<file path="config.mk">
export PLATFORM = sky130hd
export DESIGN_NAME = adc_scan_block_averager_core
export DESIGN_NICKNAME = d
export VERILOG_FILES = /design/src/sv/asba_pkg.sv /design/src/sv/asba_dpath.sv /design/src/sv/asba_ctrl.sv /design/src/sv/adc_scan_block_averager_core.sv
export SDC_FILE = /design/constraint.sdc
export NUM_CORES = 2
export LEC_CHECK = 0
export BUFFER_PORTS_ARGS = -buffer_cell sky130_fd_sc_hd__buf_2
export CAP_MARGIN = 20
export CELL_PAD_IN_SITES_DETAIL_PLACEMENT = 0
export CELL_PAD_IN_SITES_GLOBAL_PLACEMENT = 1
export CORE_AREA = 2 2 288 290
export CTS_BUF_LIST = sky130_fd_sc_hd__clkbuf_4 sky130_fd_sc_hd__clkbuf_8 sky130_fd_sc_hd__clkbuf_16
export CTS_CLUSTER_SIZE = 28
export DETAILED_ROUTE_END_ITERATION = 10
export DIE_AREA = 0 0 290 292
export PLACE_DENSITY = 0.73
export SLEW_MARGIN = 20
export SYNTH_ARGS = -nofsm -noshare
export SYNTH_HDL_FRONTEND = slang
export SYNTH_SLANG_ARGS = --single-unit
</file>
<file path="constraint.sdc">
create_clock -name clk -period 5.9 [get_ports clk]
set_clock_uncertainty 0.1 [all_clocks]
set_input_delay 0.295 -clock clk [delete_from_list [all_inputs] [get_ports clk]]
set_output_delay 0.295 -clock clk [all_outputs]
set_load 0.05 [all_outputs]
</file>
<file path="src/sv/asba_pkg.sv">
// Shared types and constants for the ADC scan block averager.
// Used by asba_ctrl, asba_dpath, the core top level and its checker.
package asba_pkg;

  localparam int ADC_W   = 12;
  localparam int SUM_W   = 20;
  localparam int CNT_W   = 8;
  localparam int SLOT_W  = 3;
  localparam int CHAN_W  = 3;
  localparam int UV_W    = 28;
  localparam int SCALE_W = 24;
  localparam int PROD_W  = ADC_W + SCALE_W;
  localparam int UV_SHIFT = 8;
  localparam int CFG_W   = 24;
  localparam int CFG_IDX_W = 3;
  localparam int DIV_CNT_W = 5;

  localparam logic [1:0] OP_START  = 2'd0;
  localparam logic [1:0] OP_RESULT = 2'd1;
  localparam logic [1:0] OP_STOP   = 2'd2;

  localparam logic [1:0] KIND_REQ  = 2'd0;
  localparam logic [1:0] KIND_AVG  = 2'd1;
  localparam logic [1:0] KIND_DONE = 2'd2;

  localparam logic [CFG_IDX_W-1:0] REG_SLOT_COUNT    = 3'd0;
  localparam logic [CFG_IDX_W-1:0] REG_CHANNEL_MAP   = 3'd1;
  localparam logic [CFG_IDX_W-1:0] REG_FILTER_LEN    = 3'd2;
  localparam logic [CFG_IDX_W-1:0] REG_ROUNDS_NEEDED = 3'd3;
  localparam logic [CFG_IDX_W-1:0] REG_SCALE_Q8      = 3'd4;

  localparam logic [3:0]         RST_SLOT_COUNT    = 4'd2;
  localparam logic [23:0]        RST_CHANNEL_MAP   = 24'd60;
  localparam logic [CNT_W-1:0]   RST_FILTER_LEN    = 8'd10;
  localparam logic [CNT_W-1:0]   RST_ROUNDS_NEEDED = 8'd20;
  localparam logic [SCALE_W-1:0] RST_SCALE_Q8      = 24'd156250;

  localparam logic [CNT_W-1:0] RND_MAX = 8'd255;

  typedef struct packed {
    logic [3:0]         slot_count;
    logic [23:0]        channel_map;
    logic [CNT_W-1:0]   filter_len;
    logic [CNT_W-1:0]   rounds_needed;
    logic [SCALE_W-1:0] scale_q8;
  } asba_cfg_t;

  typedef struct packed {
    logic              clear;
    logic              wr_latest;
    logic              acc;
    logic              take;
    logic              div_step;
    logic              mul;
    logic              load_out;
    logic [1:0]        kind;
    logic              last;
    logic [SLOT_W-1:0] idx;
  } asba_cmd_t;

  typedef struct packed {
    logic fire;
    logic round_short;
    logic out_free;
  } asba_sts_t;

endpackage

</file>
<file path="src/sv/asba_dpath.sv">
// Datapath of the ADC scan block averager: per-slot stores, serial divider,
// scale multiplier and output register. Depends on asba_pkg.
module asba_dpath #(
  parameter int MAX_SLOTS = 8,
  parameter int CODE_BITS = 12
) (
  input  logic                          clk,
  input  logic                          rst_n,
  input  asba_pkg::asba_cfg_t           cfg,
  input  asba_pkg::asba_cmd_t           cmd,
  input  logic [asba_pkg::ADC_W-1:0]    code,
  output asba_pkg::asba_sts_t           sts,
  input  logic                          out_ready,
  output logic                          out_valid,
  output logic [1:0]                    out_kind,
  output logic [asba_pkg::SLOT_W-1:0]   out_slot,
  output logic [asba_pkg::CHAN_W-1:0]   out_chan,
  output logic [asba_pkg::ADC_W-1:0]    out_avg_code,
  output logic [asba_pkg::UV_W-1:0]     out_microvolts,
  output logic                          out_last
);
  import asba_pkg::*;

  localparam int IDX_W = (MAX_SLOTS > 1) ? $clog2(MAX_SLOTS) : 1;
  localparam int LC_W  = (CODE_BITS < ADC_W) ? CODE_BITS : ADC_W;

  logic [LC_W-1:0]  latest_r [MAX_SLOTS];
  logic [SUM_W-1:0] sum_r    [MAX_SLOTS];
  logic [CNT_W-1:0] cnt_r    [MAX_SLOTS];
  logic [CNT_W-1:0] rnd_r    [MAX_SLOTS];

  logic [IDX_W-1:0] idx;
  logic [SUM_W-1:0] quo_r, quo_nxt;
  logic [CNT_W-1:0] rem_r, rem_nxt;
  logic [CNT_W-1:0] dvs_r;
  logic [CNT_W:0]   trial;
  logic             ge;
  logic [PROD_W-1:0] prod_r;
  logic             out_valid_r;
  logic [1:0]       kind_r;
  logic [SLOT_W-1:0] slot_r;
  logic [CHAN_W-1:0] chan_r;
  logic [ADC_W-1:0] avg_r;
  logic [UV_W-1:0]  uv_r;
  logic             last_r;
  logic             is_done;
  logic             is_avg;

  assign idx = cmd.idx[IDX_W-1:0];

  assign sts.fire        = (cnt_r[idx] >= cfg.filter_len) && (cnt_r[idx] != '0);
  assign sts.round_short = rnd_r[idx] < cfg.rounds_needed;
  assign sts.out_free    = !out_valid_r || out_ready;

  always_ff @(posedge clk) begin
    if (cmd.clear) begin
      for (int i = 0; i < MAX_SLOTS; i++) begin
        latest_r[i] <= '0;
        sum_r[i]    <= '0;
        cnt_r[i]    <= '0;
        rnd_r[i]    <= '0;
      end
    end else begin
      if (cmd.wr_latest) begin
        latest_r[idx] <= code[LC_W-1:0];
      end
      if (cmd.acc) begin
        cnt_r[idx] <= cnt_r[idx] + 8'd1;
        sum_r[idx] <= sum_r[idx] + SUM_W'(latest_r[idx]);
      end
      if (cmd.take) begin
        cnt_r[idx] <= '0;
        sum_r[idx] <= '0;
        if (rnd_r[idx] != RND_MAX) begin
          rnd_r[idx] <= rnd_r[idx] + 8'd1;
        end
      end
    end
  end

  assign trial   = {rem_r, quo_r[SUM_W-1]};
  assign ge      = trial >= {1'b0, dvs_r};
  assign rem_nxt = ge ? CNT_W'(trial - {1'b0, dvs_r}) : trial[CNT_W-1:0];
  assign quo_nxt = {quo_r[SUM_W-2:0], ge};

  always_ff @(posedge clk) begin
    if (cmd.take) begin
      quo_r <= sum_r[idx];
      rem_r <= '0;
      dvs_r <= cnt_r[idx];
    end else if (cmd.div_step) begin
      quo_r <= quo_nxt;
      rem_r <= rem_nxt;
    end
    if (cmd.mul) begin
      prod_r <= PROD_W'(quo_r[ADC_W-1:0]) * PROD_W'(cfg.scale_q8);
    end
  end

  assign is_done = cmd.kind == KIND_DONE;
  assign is_avg  = cmd.kind == KIND_AVG;

  always_ff @(posedge clk) begin
    if (!rst_n) begin
      out_valid_r <= 1'b0;
    end else if (cmd.load_out) begin
      out_valid_r <= 1'b1;
    end else if (out_ready) begin
      out_valid_r <= 1'b0;
    end
  end

  always_ff @(posedge clk) begin
    if (cmd.load_out) begin
      kind_r <= cmd.kind;
      slot_r <= is_done ? '0 : cmd.idx;
      chan_r <= is_done ? '0 : cfg.channel_map[5'(cmd.idx) * 5'd3 +: CHAN_W];
      avg_r  <= is_avg ? quo_r[ADC_W-1:0] : '0;
      uv_r   <= is_avg ? prod_r[UV_SHIFT +: UV_W] : '0;
      last_r <= cmd.last;
    end
  end

  assign out_valid      = out_valid_r;
  assign out_kind       = kind_r;
  assign out_slot       = slot_r;
  assign out_chan       = chan_r;
  assign out_avg_code   = avg_r;
  assign out_microvolts = uv_r;
  assign out_last       = last_r;

endmodule

</file>
<file path="src/sv/asba_ctrl.sv">
// Controller of the ADC scan block averager: request decode, scan position,
// round-end slot walk and result sequencing. Depends on asba_pkg.
module asba_ctrl #(
  parameter int MAX_SLOTS = 8
) (
  input  logic                 clk,
  input  logic                 rst_n,
  input  logic [3:0]           slot_count,
  input  logic                 in_valid,
  output logic                 in_ready,
  input  logic [1:0]           in_opcode,
  input  asba_pkg::asba_sts_t  sts,
  output asba_pkg::asba_cmd_t  cmd
);
  import asba_pkg::*;

  typedef enum logic [3:0] {
    S_IDLE, S_REQ, S_ACC, S_TEST, S_DIV, S_MUL, S_AVG, S_STEP, S_FINAL
  } state_t;

  state_t                 state_r;
  logic                   running_r;
  logic [3:0]             scan_slot_r;
  logic [SLOT_W-1:0]      walk_r;
  logic [DIV_CNT_W-1:0]   bit_cnt_r;
  logic                   all_done_r;
  logic [3:0]             n_eff;
  logic [3:0]             slot_inc;
  logic [3:0]             walk_inc;
  logic                   accept;

  assign n_eff = (slot_count == 4'd0) ? 4'd1 :
                 (slot_count > 4'(MAX_SLOTS)) ? 4'(MAX_SLOTS) : slot_count;
  assign slot_inc = scan_slot_r + 4'd1;
  assign walk_inc = {1'b0, walk_r} + 4'd1;
  assign in_ready = state_r == S_IDLE;
  assign accept   = in_valid && in_ready;

  always_comb begin
    cmd = '0;
    cmd.idx = walk_r;
    unique case (state_r)
      S_IDLE: begin
        cmd.idx = scan_slot_r[SLOT_W-1:0];
        if (accept) begin
          cmd.clear     = in_opcode == OP_START;
          cmd.wr_latest = (in_opcode == OP_RESULT) && running_r;
        end
      end
      S_REQ: begin
        cmd.idx      = scan_slot_r[SLOT_W-1:0];
        cmd.kind     = KIND_REQ;
        cmd.last     = 1'b1;
        cmd.load_out = sts.out_free;
      end
      S_ACC:  cmd.acc = 1'b1;
      S_TEST: cmd.take = sts.fire;
      S_DIV:  cmd.div_step = 1'b1;
      S_MUL:  cmd.mul = 1'b1;
      S_AVG: begin
        cmd.kind     = KIND_AVG;
        cmd.load_out = sts.out_free;
      end
      S_STEP: cmd.acc = 1'b0;
      S_FINAL: begin
        cmd.idx      = '0;
        cmd.kind     = all_done_r ? KIND_DONE : KIND_REQ;
        cmd.last     = 1'b1;
        cmd.load_out = sts.out_free;
      end
      default: cmd = '0;
    endcase
  end

  always_ff @(posedge clk) begin
    if (!rst_n) begin
      state_r     <= S_IDLE;
      running_r   <= 1'b0;
      scan_slot_r <= '0;
      walk_r      <= '0;
      bit_cnt_r   <= '0;
      all_done_r  <= 1'b0;
    end else begin
      unique case (state_r)
        S_IDLE: begin
          if (accept) begin
            unique case (in_opcode)
              OP_START: begin
                scan_slot_r <= '0;
                running_r   <= 1'b1;
                state_r     <= S_REQ;
              end
              OP_STOP: running_r <= 1'b0;
              OP_RESULT: begin
                if (running_r) begin
                  if (slot_inc < n_eff) begin
                    scan_slot_r <= slot_inc;
                    state_r     <= S_REQ;
                  end else begin
                    scan_slot_r <= '0;
                    walk_r      <= '0;
                    all_done_r  <= 1'b1;
                    state_r     <= S_ACC;
                  end
                end
              end
              default: running_r <= running_r;
            endcase
          end
        end
        S_REQ: begin
          if (sts.out_free) begin
            state_r <= S_IDLE;
          end
        end
        S_ACC: state_r <= S_TEST;
        S_TEST: begin
          bit_cnt_r <= '0;
          state_r   <= sts.fire ? S_DIV : S_STEP;
        end
        S_DIV: begin
          bit_cnt_r <= bit_cnt_r + 5'd1;
          if (bit_cnt_r == DIV_CNT_W'(SUM_W - 1)) begin
            state_r <= S_MUL;
          end
        end
        S_MUL: state_r <= S_AVG;
        S_AVG: begin
          if (sts.out_free) begin
            state_r <= S_STEP;
          end
        end
        S_STEP: begin
          if (sts.round_short) begin
            all_done_r <= 1'b0;
          end
          if (walk_inc < n_eff) begin
            walk_r  <= walk_inc[SLOT_W-1:0];
            state_r <= S_ACC;
          end else begin
            state_r <= S_FINAL;
          end
        end
        S_FINAL: begin
          if (sts.out_free) begin
            if (all_done_r) begin
              running_r <= 1'b0;
            end
            state_r <= S_IDLE;
          end
        end
        default: state_r <= S_IDLE;
      endcase
    end
  end

endmodule

</file>
<file path="src/sv/adc_scan_block_averager_core.sv">
// Top level of the ADC scan block averager: configuration registers and
// the controller/datapath pair. Depends on asba_pkg, asba_ctrl, asba_dpath.
//
//   channel  | direction | handshake             | payload
//   in_      | in        | in_valid / in_ready   | in_opcode, in_adc_code
//   out_     | out       | out_valid / out_ready | out_kind, out_slot,
//            |           |                       | out_chan, out_avg_code,
//            |           |                       | out_microvolts, out_last
//   cfg_     | in        | cfg_we (no wait)      | cfg_index, cfg_wdata
//
// A start or mid-round request hands a conversion request to the output
// register; a stop or an ignored request produces no result. A round-end
// request walks the slots one per pass; a slot whose average is due also runs
// the radix-2 serial divider, one multiply and an output step, and the final
// result follows the walk. Output stalls hold the sequence. Reset is
// synchronous and active low; no clearing pass is needed.
module adc_scan_block_averager_core #(
  parameter int MAX_SLOTS = 8,
  parameter int CODE_BITS = 12
) (
  input  logic                               clk,
  input  logic                               rst_n,
  input  logic                               in_valid,
  output logic                               in_ready,
  input  logic [1:0]                         in_opcode,
  input  logic [asba_pkg::ADC_W-1:0]         in_adc_code,
  output logic                               out_valid,
  input  logic                               out_ready,
  output logic [1:0]                         out_kind,
  output logic [asba_pkg::SLOT_W-1:0]        out_slot,
  output logic [asba_pkg::CHAN_W-1:0]        out_chan,
  output logic [asba_pkg::ADC_W-1:0]         out_avg_code,
  output logic [asba_pkg::UV_W-1:0]          out_microvolts,
  output logic                               out_last,
  input  logic                               cfg_we,
  input  logic [asba_pkg::CFG_IDX_W-1:0]     cfg_index,
  input  logic [asba_pkg::CFG_W-1:0]         cfg_wdata
);
  import asba_pkg::*;

  asba_cfg_t cfg_r;
  asba_cmd_t cmd;
  asba_sts_t sts;

  always_ff @(posedge clk) begin
    if (!rst_n) begin
      cfg_r.slot_count    <= RST_SLOT_COUNT;
      cfg_r.channel_map   <= RST_CHANNEL_MAP;
      cfg_r.filter_len    <= RST_FILTER_LEN;
      cfg_r.rounds_needed <= RST_ROUNDS_NEEDED;
      cfg_r.scale_q8      <= RST_SCALE_Q8;
    end else if (cfg_we) begin
      unique case (cfg_index)
        REG_SLOT_COUNT:    cfg_r.slot_count    <= cfg_wdata[3:0];
        REG_CHANNEL_MAP:   cfg_r.channel_map   <= cfg_wdata[23:0];
        REG_FILTER_LEN:    cfg_r.filter_len    <= cfg_wdata[CNT_W-1:0];
        REG_ROUNDS_NEEDED: cfg_r.rounds_needed <= cfg_wdata[CNT_W-1:0];
        REG_SCALE_Q8:      cfg_r.scale_q8      <= cfg_wdata[SCALE_W-1:0];
        default:           cfg_r <= cfg_r;
      endcase
    end
  end

  asba_ctrl #(
    .MAX_SLOTS (MAX_SLOTS)
  ) u_ctrl (
    .clk        (clk),
    .rst_n      (rst_n),
    .slot_count (cfg_r.slot_count),
    .in_valid   (in_valid),
    .in_ready   (in_ready),
    .in_opcode  (in_opcode),
    .sts        (sts),
    .cmd        (cmd)
  );

  asba_dpath #(
    .MAX_SLOTS (MAX_SLOTS),
    .CODE_BITS (CODE_BITS)
  ) u_dpath (
    .clk             (clk),
    .rst_n           (rst_n),
    .cfg             (cfg_r),
    .cmd             (cmd),
    .code            (in_adc_code),
    .sts             (sts),
    .out_ready       (out_ready),
    .out_valid       (out_valid),
    .out_kind        (out_kind),
    .out_slot        (out_slot),
    .out_chan        (out_chan),
    .out_avg_code    (out_avg_code),
    .out_microvolts  (out_microvolts),
    .out_last        (out_last)
  );

endmodule

</file>
==> results.tsv <==
stage	metric	value	unit
status	status	finished clean	
detailed_routing	drtAntennaViolNets	0	
sta	max_clock_freq	174.3	MHz
cts	root_buffer	clkbuf_16	
setup_path	crit_chain	and2_4, fa_1, inv_1, fa_1, inv_1, fa_1, fa_1, inv_1, fa_1, inv_1, ha_4, a211oi_2, nor2_1, o41a_1, a41o_1, a221oi_2, buf_4, o21ai_1, buf_4, a21bo_2, a21oi_2, xnor2_1	
logic_synthesis	synth_edf_count	489	
sta	whs	23.99	ps
cts	clock-sinks	584	
setup_path	path_delay_family	adder cells	
cts	cts_htree_levels	3	
final_layout	areaGrowthSynthToFinish	17.28	%
logic_synthesis	synth-seq-cells	584	
floorplanning	start_util	42.57	%
floorplanning	die_w	290	um
placement	place_hpwl	71.69	mm
detailed_routing	drt_wl_total	101.5	mm
logic_synthesis	synth_ff_type	edfxtp_1	
logic_synthesis	seq_area_frac_synth	47.76	%
min_path	min-delay-start	out_ready	
setup_path	crit_path_top_delay_cell	fa_1	
logic_synthesis	syn_nets	3656	
sta	relSlewSlack	31.84	%
final_layout	fillers	7339	
grt	first_global_vias	25667	
detailed_routing	dr.first_iter.drc_count	2091	
floorplanning	rows	105	
setup_path	slowest_delay	550	ps
sta	setup_viol	0	
setup_path	crit_start	u_dpath.quo_r[6]	
pwr	p_leak	16.72	nW
logic_synthesis	synthCells	3272	
setup_path	critPathRequiredTime	6150	ps
setup_path	critical_path_buf_inv_count	6	
sta	post-route-period-util	97.23	%
cts	cts.reportedPaths.clkPinSlew	50	ps
sta	min_period	5737	ps
final_layout	fin_cells	4665	
logic_synthesis	syn_avg_cell_area	10.61	um2
grt	overflow	0	
detailed_routing	drc_errors	0	
setup_path	arrival	5990	ps
setup_path	crit_type	reg -> reg	
cts	cts-buffers-inserted	66	
detailed_routing	wl_per_cell	21.76	um
logic_synthesis	ys_types	95	
logic_synthesis	yosysWarnings	0	
setup_path	startpoint_type	register	
logic_synthesis	synthArstFlopShare	0	%
setup_path	r2r_start	u_dpath.quo_r[6]	
grt	grt_max_degree	87	
floorplanning	fp.dieH	292	um
detailed_routing	dr.pass1.iters	6	
grt	track_usage	24.01	%
pwr	power_density	278.0	nW/um2
setup_path	crit_path_end_kind	register	
min_path	hp-class	in -> reg	
detailed_routing	routed-via-count	25377	
flow_run	maxCapViolCount	0	
logic_synthesis	netlist_area	34730	um2
placement	gp_congestion	0.8511	
grt	antenna_found_initial	4	
cts	cts_tree	built	
sta	tightest_slew	996.7	ps
floorplanning	die_area	84680	um2
pwr	peakVddDrop	173.7	uV
sta	slew_violations	0	
cts	cts_buffer_depth	3	
placement	place_inst	4500	
detailed_routing	via_per_inst	5.440	
placement	portBuffers	96	
setup_path	crit_top_cell	fa_1	
cts	insertion_delay	610	ps
final_layout	fin_nets	3928	
floorplanning	ios	97	
grt	grt_pass1_wl	155.2	mm
final_layout	drive_above_1_share	15.97	%
setup_path	critPathMaxFanout	5	
sta	hold_viol_final	0	
floorplanning	core	81580	um2
## sequential cells by signal, indices dropped and copies added (netlist names)
signal                  cells
u_dpath.latest_r           96
u_dpath.out_valid           1
u_dpath.out_chan            3
u_ctrl.running_r            1
u_ctrl.state_r              4
u_dpath.dvs_r               8
u_dpath.rnd_r              64
u_dpath.prod_r             28
u_dpath.out_microvolts     28
u_dpath.out_avg_code       12
u_dpath.rem_r               8
u_dpath.out_slot            3
cfg_r                      68
u_ctrl.all_done_r           1
u_dpath.out_last            1
u_ctrl.bit_cnt_r            5
u_dpath.cnt_r              64
u_dpath.sum_r             160
u_dpath.out_kind            2
u_dpath.quo_r              20
u_ctrl.scan_slot_r          4
u_ctrl.walk_r               3
## worst reg2reg max path, cell delays in order, from the launching register on
cell and delay, ps:
edfxtp_1 410, and2_4 190, fa_1 550, inv_1 60, fa_1 530, inv_1 50
fa_1 450, fa_1 500, inv_1 50, fa_1 470, inv_1 60, ha_4 170
a211oi_2 180, nor2_1 90, o41a_1 300, a41o_1 270, a221oi_2 250, buf_4 160
o21ai_1 80, buf_4 170, a21bo_2 210, a21oi_2 130, xnor2_1 70
## per-layer routing
metal	up-vias	share of wire (%)	wire length, um	track usage (%)
li1	11726	-	-	-
met5	-	0.0069	7	0.05672
met1	12549	41	42050	31.25
met2	921	48	48750	40.34
met4	2	3.3	3320	8.562
met3	179	7.3	7389	4.270
## placed cells by master (no fill, tap or decap), drive strengths merged, types with 16 or more instances in the layout
| cell | Yosys | routed |
|---|---|---|
| nor3 | 46 | 46 |
| ha | 117 | 117 |
| nor2b | 16 | 16 |
| and2 | 134 | 134 |
| edfxtp | 489 | 489 |
| clkinv | 2 | 23 |
| and3 | 97 | 97 |
| nor2 | 381 | 381 |
| xnor2 | 36 | 36 |
| mux2i | 34 | 34 |
| dlygate4sd3 | 0 | 38 |
| dfxtp | 95 | 95 |
| a21oi | 124 | 124 |
| inv | 291 | 294 |
| nand3 | 63 | 63 |
| o21ai | 76 | 76 |
| a22oi | 39 | 39 |
| a21o | 21 | 21 |
| xor2 | 24 | 24 |
| o22ai | 36 | 36 |
| buf | 42 | 353 |
| mux2 | 20 | 20 |
| fa | 221 | 221 |
| nand2 | 478 | 478 |
| or2 | 20 | 20 |
| clkbuf | 145 | 89 |
## path summary, 6_finish.rpt
kind                               to  slack [ps]  cells after the start
setup / recovery   u_dpath.prod_r[32]         160                     22
hold / removal      u_ctrl.state_r[3]          20                      4
setup reg to reg   u_dpath.prod_r[32]         160                     22
hold reg to reg   u_ctrl.bit_cnt_r[4]         360                      1
## cell families after synthesis
family | after synthesis | share of synthesized area (%)
AOI/OAI and AO/OA | 455 | 9.003
adders and majority gates | 338 | 16.95
muxes | 57 | 1.823
DFF | 584 | 47.76
xor gates and xnor gates | 60 | 1.513
buffers and inverters | 480 | 5.483
and+or+nand+nor | 1298 | 17.47
## report_power, final
| part | switching [mW] | total, mW | internal, mW |
|---|---|---|---|
| clock | 1.73 | 4.16 | 2.43 |
| combinational | 1.47 | 2.34 | 0.877 |
| sequential | 0.0713 | 4.82 | 4.75 |
| total | 3.27 | 11.3 | 8.05 |
## layout make-up
class	instances	area, um2	area share [%]
Sequential cell	584	16590	40.73
Multi-Input combinational cell	2208	16530	40.59
Timing Repair Buffer	391	2998	7.360
Clock buffer	89	1878	4.611
Tap cell	1070	1339	3.287
Inverter	293	1100	2.700
Clock inverter	29	291.5	0.7157
Antenna cell	1	2.502	0.006144
## synthesized netlist by cell type (15+ instances only)
library cell    n  area share (%)
edfxtp_1      489              42
nand2_1       478             5.2
nor2_1        380             4.1
inv_1         289             3.1
fa_1          221              13
clkbuf_1      145             1.6
and2_1        134             2.4
a21oi_1       122             1.8
ha_1          117             4.2
and3_1         97             1.7
dfxtp_1        95             5.5
o21ai_0        70             1.0
nand3_1        55            0.79
nor3_1         43            0.62
a22oi_1        39            0.84
o22ai_1        36            0.65
xnor2_1        36            0.91
mux2i_1        34            0.98
buf_2          25            0.36
xor2_1         24            0.61
a21o_1         21            0.45
nor2b_1        16            0.29
or2_1          16            0.29
nand2b_1       15            0.27
## per-stage QoR
step / total power [mW] / instance area, um2 / setup TNS, ps / worst slack (ps) / util, %
6_report: 11.32 / 40730 / 0 / 163.1 / 49.93
5_1_grt: 11.80 / 40730 / -88.97 / -53.59 / 49.92
4_1_cts: 11.30 / 40450 / 0 / 4.358 / 49.58
3_5_place_dp: 7.130 / 37890 / -55.04 / -37.40 / 46.44
3_3_place_gp: 7.103 / 37880 / 0 / 6.084 / 46.44
2_1_floorplan: 6.337 / 34740 / -1707 / -20.12 / -
## repair_timing
action / 4_1_cts / 5_1_grt
setup buffers: 0 / 8
hold buffers: 38 / 0
resized for setup: 4 / 54
hold endpoints to repair: 159 / 0
endpoints found under the setup margin: 5 / 12
pin swaps: 0 / 36
Power figures use the tool's default switching activity.
